`src/rtl/core/rectangle_grid_test_pattern_defines.svh`:
```
// assertion macros for the grid test pattern generator
// no dependencies; included by files that carry assertions
`ifndef RECTANGLE_GRID_TEST_PATTERN_DEFINES_SVH
`define RECTANGLE_GRID_TEST_PATTERN_DEFINES_SVH
`ifndef SYNTHESIS
// property must hold at every clock edge outside reset
`define RGTP_ASSERT(label, clk, rst, prop, msg) \
  label: assert property (@(posedge clk) disable iff (rst) (prop)) else $error(msg);
// consequent must hold in the cycle after the antecedent
`define RGTP_ASSERT_NEXT(label, clk, rst, ante, cons, msg) \
  label: assert property (@(posedge clk) disable iff (rst) (ante) |=> (cons)) else $error(msg);
`else
`define RGTP_ASSERT(label, clk, rst, prop, msg)
`define RGTP_ASSERT_NEXT(label, clk, rst, ante, cons, msg)
`endif
`endif

```
`src/rtl/core/rgtp_pkg.sv`:
```
// shared types and constants for the grid test pattern generator
// no dependencies
package rgtp_pkg;

  localparam int COORD_W   = 11;
  localparam int COUNT_W   = 8;
  localparam int COLOR_W   = 24;
  localparam int STEP_W    = 8;
  localparam int MODE_W    = 2;
  localparam int REG_IDX_W = 3;
  localparam int CFG_DATA_W = 24;
  localparam int LIN_W     = 16;

  // pattern modes
  localparam logic [MODE_W-1:0] MODE_OFF     = 2'd0;
  localparam logic [MODE_W-1:0] MODE_INDEXED = 2'd1;
  localparam logic [MODE_W-1:0] MODE_DIRECT  = 2'd2;

  // register indexes
  localparam logic [REG_IDX_W-1:0] REG_PATTERN_MODE = 3'd0;
  localparam logic [REG_IDX_W-1:0] REG_RECT_COUNT   = 3'd1;
  localparam logic [REG_IDX_W-1:0] REG_RECT_WIDTH   = 3'd2;
  localparam logic [REG_IDX_W-1:0] REG_RECT_HEIGHT  = 3'd3;
  localparam logic [REG_IDX_W-1:0] REG_FIRST_COLOR  = 3'd4;
  localparam logic [REG_IDX_W-1:0] REG_COLOR_STEP   = 3'd5;
  localparam logic [REG_IDX_W-1:0] REG_FRAME_WIDTH  = 3'd6;
  localparam logic [REG_IDX_W-1:0] REG_FRAME_HEIGHT = 3'd7;

  // register reset values
  localparam logic [COUNT_W-1:0] RECT_COUNT_RST   = 8'd1;
  localparam logic [COORD_W-1:0] FRAME_WIDTH_RST  = 11'd1024;
  localparam logic [COORD_W-1:0] FRAME_HEIGHT_RST = 11'd768;

  // parameter defaults
  localparam int INDEX_BITS_DEF   = 8;
  localparam int CHANNEL_BITS_DEF = 8;
  localparam int RED_POS_DEF      = 16;
  localparam int GREEN_POS_DEF    = 8;
  localparam int BLUE_POS_DEF     = 0;
  localparam int MID_DEPTH_DEF    = 4;
  localparam int OUT_DEPTH_DEF    = 4;

  typedef struct packed {
    logic [MODE_W-1:0]  mode;
    logic [COUNT_W-1:0] count;
    logic [COORD_W-1:0] rect_w;
    logic [COORD_W-1:0] rect_h;
    logic [COLOR_W-1:0] first;
    logic [STEP_W-1:0]  step;
    logic [COORD_W-1:0] frame_w;
    logic [COORD_W-1:0] frame_h;
  } cfg_t;

  // classified pixel from the scan front end
  typedef struct packed {
    logic [COORD_W-1:0] x;
    logic [COORD_W-1:0] y;
    logic [COUNT_W-1:0] col;
    logic [COUNT_W-1:0] row;
    logic               we;
    logic               indexed;
    logic               frame_end;
  } pix_rec_t;

  // finished result
  typedef struct packed {
    logic [COORD_W-1:0] x;
    logic [COORD_W-1:0] y;
    logic [COLOR_W-1:0] color;
    logic               we;
    logic               frame_end;
  } out_rec_t;

endpackage

```
`src/rtl/core/rgtp_fifo.sv`:
```
// small first-in first-out queue of registers
// no dependencies
module rgtp_fifo #(
  parameter int WIDTH = 8,
  parameter int DEPTH = 4
) (
  input  logic                       clk,
  input  logic                       rst,
  input  logic                       wr_en,
  input  logic [WIDTH-1:0]           wr_data,
  input  logic                       rd_en,
  output logic [WIDTH-1:0]           rd_data,
  output logic                       full,
  output logic                       empty,
  output logic [$clog2(DEPTH+1)-1:0] count
);

  localparam int PW = (DEPTH > 1) ? $clog2(DEPTH) : 1;
  localparam int CW = $clog2(DEPTH+1);

  logic [WIDTH-1:0] mem [DEPTH];
  logic [PW-1:0]    wr_ptr;
  logic [PW-1:0]    rd_ptr;
  logic             do_wr;
  logic             do_rd;

  assign full    = (count == CW'(DEPTH));
  assign empty   = (count == '0);
  assign do_wr   = wr_en && !full;
  assign do_rd   = rd_en && !empty;
  assign rd_data = mem[rd_ptr];

  // storage
  always_ff @(posedge clk) begin
    if (do_wr) begin
      mem[wr_ptr] <= wr_data;
    end
  end

  // pointers and fill count
  always_ff @(posedge clk) begin
    if (rst) begin
      wr_ptr <= '0;
      rd_ptr <= '0;
      count  <= '0;
    end else begin
      if (do_wr) begin
        wr_ptr <= (wr_ptr == PW'(DEPTH-1)) ? '0 : wr_ptr + PW'(1);
      end
      if (do_rd) begin
        rd_ptr <= (rd_ptr == PW'(DEPTH-1)) ? '0 : rd_ptr + PW'(1);
      end
      if (do_wr && !do_rd) begin
        count <= count + CW'(1);
      end else if (do_rd && !do_wr) begin
        count <= count - CW'(1);
      end
    end
  end

endmodule

```
`src/rtl/core/rgtp_front.sv`:
```
// scan front end: raster position, rectangle tracking and pixel classification
// depends on rgtp_pkg
module rgtp_front (
  input  logic              clk,
  input  logic              rst,
  input  logic              push,
  input  logic              restart,
  input  rgtp_pkg::cfg_t    cfg,
  input  logic              q_full,
  output logic              take,
  output rgtp_pkg::pix_rec_t rec
);
  import rgtp_pkg::*;

  logic [COORD_W-1:0] scan_x, scan_x_next;
  logic [COORD_W-1:0] scan_y, scan_y_next;
  logic [COUNT_W-1:0] grid_column, grid_column_next;
  logic [COUNT_W-1:0] grid_row, grid_row_next;
  logic [COORD_W-1:0] offset_x, offset_x_next;
  logic [COORD_W-1:0] offset_y, offset_y_next;

  logic [COORD_W-1:0] cur_x, cur_y, cur_ox, cur_oy;
  logic [COUNT_W-1:0] cur_col, cur_row;
  logic               in_grid, on, last_x, last_y;

  assign take = push && !q_full;

  // classify the current pixel and work out the next scan position
  always_comb begin
    cur_x   = restart ? '0 : scan_x;
    cur_y   = restart ? '0 : scan_y;
    cur_col = restart ? '0 : grid_column;
    cur_row = restart ? '0 : grid_row;
    cur_ox  = restart ? '0 : offset_x;
    cur_oy  = restart ? '0 : offset_y;

    in_grid = (cfg.rect_w != '0) && (cfg.rect_h != '0)
           && (cur_col < cfg.count) && (cur_row < cfg.count);
    on     = (cfg.mode == MODE_INDEXED) || (cfg.mode == MODE_DIRECT);
    last_x = ({1'b0, cur_x} + 12'd1) >= {1'b0, cfg.frame_w};
    last_y = ({1'b0, cur_y} + 12'd1) >= {1'b0, cfg.frame_h};

    rec.x         = cur_x;
    rec.y         = cur_y;
    rec.col       = cur_col;
    rec.row       = cur_row;
    rec.we        = in_grid && on;
    rec.indexed   = (cfg.mode == MODE_INDEXED);
    rec.frame_end = last_x && last_y;

    scan_x_next      = cur_x;
    scan_y_next      = cur_y;
    grid_column_next = cur_col;
    grid_row_next    = cur_row;
    offset_x_next    = cur_ox;
    offset_y_next    = cur_oy;

    if (!last_x) begin
      scan_x_next = cur_x + COORD_W'(1);
      if (({1'b0, cur_ox} + 12'd1) >= {1'b0, cfg.rect_w}) begin
        offset_x_next = '0;
        if (cur_col != '1) begin
          grid_column_next = cur_col + COUNT_W'(1);
        end
      end else begin
        offset_x_next = cur_ox + COORD_W'(1);
      end
    end else begin
      scan_x_next      = '0;
      grid_column_next = '0;
      offset_x_next    = '0;
      if (!last_y) begin
        scan_y_next = cur_y + COORD_W'(1);
        if (({1'b0, cur_oy} + 12'd1) >= {1'b0, cfg.rect_h}) begin
          offset_y_next = '0;
          if (cur_row != '1) begin
            grid_row_next = cur_row + COUNT_W'(1);
          end
        end else begin
          offset_y_next = cur_oy + COORD_W'(1);
        end
      end else begin
        scan_y_next   = '0;
        grid_row_next = '0;
        offset_y_next = '0;
      end
    end
  end

  // scan state
  always_ff @(posedge clk) begin
    if (rst) begin
      scan_x      <= '0;
      scan_y      <= '0;
      grid_column <= '0;
      grid_row    <= '0;
      offset_x    <= '0;
      offset_y    <= '0;
    end else if (take) begin
      scan_x      <= scan_x_next;
      scan_y      <= scan_y_next;
      grid_column <= grid_column_next;
      grid_row    <= grid_row_next;
      offset_x    <= offset_x_next;
      offset_y    <= offset_y_next;
    end
  end

endmodule

```
`src/rtl/core/rgtp_back.sv`:
```
// color back end: two-stage color pipeline fed from the pixel queue
// depends on rgtp_pkg
module rgtp_back #(
  parameter int INDEX_BITS   = rgtp_pkg::INDEX_BITS_DEF,
  parameter int CHANNEL_BITS = rgtp_pkg::CHANNEL_BITS_DEF,
  parameter int RED_POS      = rgtp_pkg::RED_POS_DEF,
  parameter int GREEN_POS    = rgtp_pkg::GREEN_POS_DEF,
  parameter int BLUE_POS     = rgtp_pkg::BLUE_POS_DEF,
  parameter int OUT_DEPTH    = rgtp_pkg::OUT_DEPTH_DEF
) (
  input  logic                           clk,
  input  logic                           rst,
  input  rgtp_pkg::cfg_t                 cfg,
  input  logic                           q_empty,
  input  rgtp_pkg::pix_rec_t             q_data,
  output logic                           q_pop,
  input  logic [$clog2(OUT_DEPTH+1)-1:0] out_count,
  output logic                           out_push,
  output rgtp_pkg::out_rec_t             out_rec
);
  import rgtp_pkg::*;

  localparam int CW = $clog2(OUT_DEPTH+1) + 1;
  localparam logic [COLOR_W-1:0] IDX_MASK =
    COLOR_W'((25'(1) << INDEX_BITS) - 25'(1));

  // stage 1 registers
  logic                    v1;
  pix_rec_t                s1_rec;
  logic [LIN_W-1:0]        s1_lin;
  logic [CHANNEL_BITS-1:0] s1_r_add, s1_g_add, s1_b_add;

  // stage 2 register
  logic                    v2;

  logic [LIN_W-1:0]        lin;
  logic [LIN_W-1:0]        r_prod, g_prod, b_prod;
  logic [COLOR_W-1:0]      idx_color, direct_color, color;
  logic [CHANNEL_BITS-1:0] r_ch, g_ch, b_ch;

  // take a request only when the output queue has room for everything in flight
  assign q_pop = !q_empty
              && (({1'b0, out_count} + CW'(v1) + CW'(v2)) < CW'(OUT_DEPTH));
  assign out_push = v2;

  // stage 1: linear rectangle index and per-channel increments
  always_comb begin
    lin    = (LIN_W'(q_data.row) * LIN_W'(cfg.count)) + LIN_W'(q_data.col);
    r_prod = LIN_W'(q_data.col) * LIN_W'(cfg.step);
    g_prod = LIN_W'(q_data.row) * LIN_W'(cfg.step);
    b_prod = (LIN_W'(q_data.row) + LIN_W'(q_data.col)) * LIN_W'(cfg.step);
  end

  // stage 2: indexed and direct colors
  always_comb begin
    idx_color    = (cfg.first + (COLOR_W'(s1_lin) * COLOR_W'(cfg.step))) & IDX_MASK;
    r_ch         = CHANNEL_BITS'(8'(cfg.first >> RED_POS)) + s1_r_add;
    g_ch         = CHANNEL_BITS'(8'(cfg.first >> GREEN_POS)) + s1_g_add;
    b_ch         = CHANNEL_BITS'(8'(cfg.first >> BLUE_POS)) + s1_b_add;
    direct_color = (COLOR_W'(r_ch) << RED_POS) + (COLOR_W'(g_ch) << GREEN_POS)
                 + (COLOR_W'(b_ch) << BLUE_POS);
    if (!s1_rec.we) begin
      color = '0;
    end else if (s1_rec.indexed) begin
      color = idx_color;
    end else begin
      color = direct_color;
    end
  end

  // valid flags
  always_ff @(posedge clk) begin
    if (rst) begin
      v1 <= 1'b0;
      v2 <= 1'b0;
    end else begin
      v1 <= q_pop;
      v2 <= v1;
    end
  end

  // payload pipeline
  always_ff @(posedge clk) begin
    s1_rec   <= q_data;
    s1_lin   <= lin;
    s1_r_add <= CHANNEL_BITS'(r_prod);
    s1_g_add <= CHANNEL_BITS'(g_prod);
    s1_b_add <= CHANNEL_BITS'(b_prod);
    out_rec.x         <= s1_rec.x;
    out_rec.y         <= s1_rec.y;
    out_rec.color     <= color;
    out_rec.we        <= s1_rec.we;
    out_rec.frame_end <= s1_rec.frame_end;
  end

endmodule

```
`src/rtl/core/rectangle_grid_test_pattern.sv`:
```
// grid test pattern generator: one pixel result per request, raster order
// path: pixel queue, color back end, result queue; a full queue stalls requests
// throughput: otherwise one pixel per cycle, set by front end and color pipeline
// reset clears the scan to pixel 0,0, loads register defaults, empties queues
// depends on rgtp_pkg, rgtp_fifo, rgtp_front, rgtp_back and the defines header
`include "rectangle_grid_test_pattern_defines.svh"
module rectangle_grid_test_pattern #(
  parameter int INDEX_BITS   = rgtp_pkg::INDEX_BITS_DEF,
  parameter int CHANNEL_BITS = rgtp_pkg::CHANNEL_BITS_DEF,
  parameter int RED_POS      = rgtp_pkg::RED_POS_DEF,
  parameter int GREEN_POS    = rgtp_pkg::GREEN_POS_DEF,
  parameter int BLUE_POS     = rgtp_pkg::BLUE_POS_DEF,
  parameter int MID_DEPTH    = rgtp_pkg::MID_DEPTH_DEF,
  parameter int OUT_DEPTH    = rgtp_pkg::OUT_DEPTH_DEF
) (
  input  logic                                 clk,
  input  logic                                 rst,
  input  logic                                 push,
  output logic                                 full,
  input  logic                                 restart,
  output logic                                 empty,
  input  logic                                 pop,
  output logic [rgtp_pkg::COORD_W-1:0]         pixel_x,
  output logic [rgtp_pkg::COORD_W-1:0]         pixel_y,
  output logic [rgtp_pkg::COLOR_W-1:0]         pixel_color,
  output logic                                 write_enable,
  output logic                                 frame_end,
  input  logic                                 cfg_write,
  input  logic [rgtp_pkg::REG_IDX_W-1:0]       cfg_index,
  input  logic [rgtp_pkg::CFG_DATA_W-1:0]      cfg_data
);
  import rgtp_pkg::*;

  cfg_t                           cfg;
  pix_rec_t                       front_rec;
  pix_rec_t                       mid_rec;
  out_rec_t                       back_rec;
  out_rec_t                       res_rec;
  logic                           front_take;
  logic                           mid_full, mid_empty, mid_pop;
  logic [$clog2(MID_DEPTH+1)-1:0] mid_count;
  logic                           out_push, out_full;
  logic [$clog2(OUT_DEPTH+1)-1:0] out_count;
  logic [$bits(pix_rec_t)-1:0]    mid_rd;
  logic [$bits(out_rec_t)-1:0]    out_rd;

  // configuration registers
  always_ff @(posedge clk) begin
    if (rst) begin
      cfg.mode    <= MODE_OFF;
      cfg.count   <= RECT_COUNT_RST;
      cfg.rect_w  <= '0;
      cfg.rect_h  <= '0;
      cfg.first   <= '0;
      cfg.step    <= '0;
      cfg.frame_w <= FRAME_WIDTH_RST;
      cfg.frame_h <= FRAME_HEIGHT_RST;
    end else if (cfg_write) begin
      case (cfg_index)
        REG_PATTERN_MODE: cfg.mode    <= cfg_data[MODE_W-1:0];
        REG_RECT_COUNT:   cfg.count   <= cfg_data[COUNT_W-1:0];
        REG_RECT_WIDTH:   cfg.rect_w  <= cfg_data[COORD_W-1:0];
        REG_RECT_HEIGHT:  cfg.rect_h  <= cfg_data[COORD_W-1:0];
        REG_FIRST_COLOR:  cfg.first   <= cfg_data[COLOR_W-1:0];
        REG_COLOR_STEP:   cfg.step    <= cfg_data[STEP_W-1:0];
        REG_FRAME_WIDTH:  cfg.frame_w <= cfg_data[COORD_W-1:0];
        REG_FRAME_HEIGHT: cfg.frame_h <= cfg_data[COORD_W-1:0];
        default: ;
      endcase
    end
  end

  // scan front end
  rgtp_front u_front (
    .clk     (clk),
    .rst     (rst),
    .push    (push),
    .restart (restart),
    .cfg     (cfg),
    .q_full  (mid_full),
    .take    (front_take),
    .rec     (front_rec)
  );

  assign full = mid_full;

  // queue between front and back
  rgtp_fifo #(
    .WIDTH ($bits(pix_rec_t)),
    .DEPTH (MID_DEPTH)
  ) u_mid_q (
    .clk     (clk),
    .rst     (rst),
    .wr_en   (front_take),
    .wr_data (front_rec),
    .rd_en   (mid_pop),
    .rd_data (mid_rd),
    .full    (mid_full),
    .empty   (mid_empty),
    .count   (mid_count)
  );

  assign mid_rec = pix_rec_t'(mid_rd);

  // color back end
  rgtp_back #(
    .INDEX_BITS   (INDEX_BITS),
    .CHANNEL_BITS (CHANNEL_BITS),
    .RED_POS      (RED_POS),
    .GREEN_POS    (GREEN_POS),
    .BLUE_POS     (BLUE_POS),
    .OUT_DEPTH    (OUT_DEPTH)
  ) u_back (
    .clk       (clk),
    .rst       (rst),
    .cfg       (cfg),
    .q_empty   (mid_empty),
    .q_data    (mid_rec),
    .q_pop     (mid_pop),
    .out_count (out_count),
    .out_push  (out_push),
    .out_rec   (back_rec)
  );

  // result queue
  rgtp_fifo #(
    .WIDTH ($bits(out_rec_t)),
    .DEPTH (OUT_DEPTH)
  ) u_out_q (
    .clk     (clk),
    .rst     (rst),
    .wr_en   (out_push),
    .wr_data (back_rec),
    .rd_en   (pop),
    .rd_data (out_rd),
    .full    (out_full),
    .empty   (empty),
    .count   (out_count)
  );

  assign res_rec      = out_rec_t'(out_rd);
  assign pixel_x      = res_rec.x;
  assign pixel_y      = res_rec.y;
  assign pixel_color  = res_rec.color;
  assign write_enable = res_rec.we;
  assign frame_end    = res_rec.frame_end;

  // checks
  `RGTP_ASSERT(a_out_no_overflow, clk, rst, !(out_push && out_full), "result queue overflow")
  `RGTP_ASSERT(a_mid_no_underflow, clk, rst, !(mid_pop && mid_empty), "pixel queue underflow")
  `RGTP_ASSERT(a_mid_count_bound, clk, rst, mid_count <= MID_DEPTH, "pixel queue count out of range")
  `RGTP_ASSERT_NEXT(a_off_pixel_black, clk, rst, 1'b1, empty || write_enable || (pixel_color == '0), "disabled pixel has a color")

endmodule

```
`config.mk`:
```
export PLATFORM = sky130hd
export DESIGN_NAME = rectangle_grid_test_pattern
export DESIGN_NICKNAME = d
export VERILOG_FILES = /design/src/rtl/core/rgtp_pkg.sv /design/src/rtl/core/rgtp_fifo.sv /design/src/rtl/core/rgtp_front.sv /design/src/rtl/core/rgtp_back.sv /design/src/rtl/core/rectangle_grid_test_pattern.sv
export VERILOG_INCLUDE_DIRS = /design/src /design/src/rtl/core
export SDC_FILE = /design/constraint.sdc
export NUM_CORES = 1
export LEC_CHECK = 0
export BUFFER_PORTS_ARGS = -buffer_cell sky130_fd_sc_hd__buf_2
export CAP_MARGIN = 0
export CORE_ASPECT_RATIO = 0.6
export CORE_MARGIN = 2
export CORE_UTILIZATION = 30
export DETAILED_ROUTE_END_ITERATION = 6
export GPL_ROUTABILITY_DRIVEN = 0
export SLEW_MARGIN = 20
export SYNTH_ARGS = -nofsm -noshare
export SYNTH_HDL_FRONTEND = slang
export SYNTH_HIERARCHICAL = 1
export SYNTH_SLANG_ARGS = --single-unit
```
`constraint.sdc`:
```
create_clock -name clk -period 5.7 [get_ports clk]
set_input_delay 0.285 -clock clk [delete_from_list [all_inputs] [get_ports clk]]
set_output_delay 0.285 -clock clk [all_outputs]
set_load 0.02 [all_outputs]
```
==> flow_summary.json <==
{
  "yosysSeqAreaShare_pct": 52.18,
  "synth-edff-count": 356,
  "syn_nets": 2751,
  "ys.flop_type": "edfxtp_1",
  "slew_headroom_pct": 29.06,
  "drt_wl_total_mm": 73.04,
  "wl_per_cell_um": 18.41,
  "maxCapViolations": 0,
  "timing_worst_setup_path_type": "reg2reg",
  "ctsRootBufferMaster": "clkbuf_16",
  "firstDrtPassIters": 5,
  "ff2ff_path_depth": 17,
  "worstPathMaxFanout": 6,
  "dpl.hpwl_mm": 50.95,
  "clk_latency_ps": 650,
  "syn_to_final_growth_pct": 13.76,
  "fin_crit_sh_pct": 96.05,
  "hold_viol_final": 0,
  "clkTransAtPathRegs_ps": 70,
  "final_cells": 3967,
  "io_pins": 83,
  "endpoint": "u_back/s1_b_add[7]$_DFF_P_",
  "syn_area_sq_um": 30890,
  "holdWs_ps": 47.68,
  "drive_gt1_share_pct": 14.63,
  "grt_pass1_vias": 18010,
  "syn_inst": 2452,
  "required_ps": 6200,
  "synthArstFlopShare_pct": 0,
  "clock_skew_ps": 39.31,
  "yosys_warnings": 6,
  "start_util_pct": 30.18,
  "vdd_drop_max_uv": 236.3,
  "ctsLongestPathBuffers": 3,
  "die_y_um": 252.5,
  "track_usage_pct": 13.71,
  "placedCellCount": 3839,
  "setup_violations": 0,
  "avgSynthCellArea_sq_um": 12.60,
  "final_nets": 2869,
  "cts_tree": "yes",
  "drt_iter0_drc": 1939,
  "arrival_ps": 5980,
  "vias": 18710,
  "die_w_um": 418.2,
  "max_freq_mhz": 182.6,
  "dieArea_sq_um": 105600,
  "synth_cell_types": 96,
  "leakage_uw": 0.01385,
  "placementRows": 91,
  "synth_seq_cells": 627,
  "core_area_sq_um": 102400,
  "slew_viol_final": 0,
  "grt_max_degree": 69,
  "hp-class": "in2reg",
  "fin_crit_ps": 5475,
  "overflow": 0,
  "cts.htree.levels": 2,
  "cts_made_buffers": 56,
  "drc_errors": 0,
  "tightest_slew_ps": 1064,
  "antenna_found_initial": 6,
  "reg2reg_to": "u_back/s1_b_add[7]$_DFF_P_",
  "r2r_slack_ps": 220,
  "fin_tns_setup_ps": 0,
  "avgViaCountPerCell": 4.717,
  "fin_area_sq_um": 35140,
  "portBuffers": 82,
  "critPathCaptureType": "flip-flop",
  "fillers": 9969,
  "status": "finished, final reports clean",
  "dpl_cell_area_sq_um": 32910,
  "total_power_uw": 13490,
  "cts.sinks": 627,
  "grt_first_pass_wirelength_mm": 111.7,
  "power_density_nw_per_um2": 384.0,
  "ant_nets": 0,
  "startpoint_type": "flip-flop"
}
==> repair_timing <==
item	4_1_cts	5_1_grt
hold buffers	17	0
resized for setup	0	10
hold endpoints to repair	17	0
setup buffers	0	4
endpoints found under the setup margin	0	1
==> worst max-delay path, stage by stage (launching register included) <==
cell and delay [ps]:
dfxtp_4 400, clkbuf_4 190, mux4_2 520, ha_2 220
inv_1 70, fa_2 450, nand2b_1 190, fa_2 430
fa_1 560, fa_1 440, fa_1 550, inv_1 40
ha_1 330, a21oi_2 160, xnor2_1 150, xnor2_1 160
xnor2_1 170, xnor3_1 330
==> flip-flops by register name, summed over array words and instances, names as in the netlist, named ones only <==
signal               cells
u_out_q/wr_ptr           2
u_out_q/mem            192
u_mid_q/count            3
cfg                     86
u_back/s1_r_add          8
u_back/s1_b_add          8
u_mid_q/wr_ptr           2
u_front/offset_y        11
u_front/offset_x        11
u_mid_q/mem            164
u_front/scan_y          11
u_back/s1_lin            8
u_out_q/count            3
u_front/scan_x          11
u_back/out_push          1
u_front/grid_row         8
u_front/grid_column      8
u_out_q/rd_ptr           2
u_back/s1_rec           25
u_back/s1_g_add          8
u_back/v1                1
u_back/out_rec          48
u_mid_q/rd_ptr           2
==> cells by family (layout without fill, tap and decap cells) <==
| group | after synthesis | count (layout) | synth area share (%) |
|---|---|---|---|
| flops | 627 | 627 | 52.18 |
| fa+ha+maj | 266 | 266 | 12.67 |
| compound gates | 232 | 232 | 5.246 |
| xor+xnor | 144 | 144 | 4.152 |
| mux | 181 | 181 | 9.475 |
| buf+inv | 332 | 498 | 4.541 |
| simple gates | 670 | 670 | 11.74 |
| other cells | 0 | 1 | 0 |
==> per-layer routing <==
layer	share of wire, %	global-route usage (%)	vias to the layer above
li1	-	-	8833
met4	1.2	2.001	6
met3	7.8	3.448	78
met1	54	22.76	9243
met2	37	17.49	552
met5	0.051	0	-
==> worst min-delay path by stage <==
| stage | from | end | slack (ps) | cells past startpoint |
|---|---|---|---|---|
| 5_1_grt | pop | flip-flop | 60 | 4 |
| 3_5_place_dp | u_back/s1_rec[20]$_DFF_P_ | u_back/out_rec[27]$_DFF_P_ | 310 | 0 |
| 2_1_floorplan | u_back/s1_rec[0]$_DFF_P_ | u_back/out_rec[0]$_DFF_P_ | 310 | 0 |
| 4_1_cts | pop | flip-flop | 20 | 4 |
| 3_3_place_gp | u_back/s1_rec[20]$_DFF_P_ | u_back/out_rec[27]$_DFF_P_ | 310 | 0 |
| 6_report | pop | flip-flop | 50 | 4 |
==> cell usage after synthesis, types with 50 or more instances <==
master,count,area share [%]
and2_1,78,1.6
inv_1,231,2.8
a21oi_1,50,0.81
clkbuf_1,50,0.61
dfxtp_1,271,18
mux2i_1,91,2.9
nor2_1,99,1.2
nand2_1,153,1.9
edfxtp_1,356,35
ha_1,188,7.6
nand2b_1,123,2.5
xnor2_1,105,3.0
fa_1,78,5.1
mux4_2,89,6.5
nor2b_1,53,1.1
==> cells in the final DEF, fill, tap and decap left out, types with 14 or more instances in the layout <==
cell type / netlist / routed
dlygate4sd3_1: 0 / 17
and2_1: 78 / 78
inv_1: 231 / 231
mux4_2: 89 / 89
clkbuf_16: 0 / 57
a22oi_1: 22 / 22
xor2_1: 37 / 37
nand3_1: 47 / 47
buf_2: 27 / 81
fa_1: 78 / 76
nor2_1: 99 / 99
nand2_1: 153 / 153
nor3_1: 22 / 22
a21oi_1: 50 / 49
nor2b_1: 53 / 52
nand2b_1: 123 / 123
edfxtp_1: 356 / 356
xnor2_1: 105 / 104
nor4_1: 14 / 14
ha_1: 188 / 186
a21o_1: 32 / 32
o21ai_0: 35 / 35
dfxtp_1: 271 / 267
mux2i_1: 91 / 91
buf_4: 8 / 58
==> power by group <==
part / switching (uW) / internal [uW] / total [uW]
sequential: 382 / 5470 / 5860
clock: 1790 / 2290 / 4080
combinational: 2020 / 1540 / 3560
total: 4190 / 9300 / 13500
==> layout make-up <==
cell class / count / area, sq um / area share [%]
diodes: 1 / 2.502 / 0.007122
flip-flops and latches: 627 / 16130 / 45.89
inverters: 235 / 905.9 / 2.578
multi-input cells: 1493 / 13400 / 38.15
repair buffers: 157 / 1018 / 2.899
clock inverters: 40 / 484.2 / 1.378
well taps: 1348 / 1687 / 4.800
clock buffers: 66 / 1510 / 4.298
==> metrics by stage <==
| step | utilization, % | worst slack, ps |
|---|---|---|
| after floorplan | - | 148.5 |
| after global placement | 32.15 | 137.8 |
| after detailed placement | 32.15 | 92.09 |
| after CTS | 34.26 | 52.34 |
| after global routing | 34.33 | -41.38 |
| final | 34.33 | 225.0 |
Note: power is estimated with default switching activity, not from simulation.
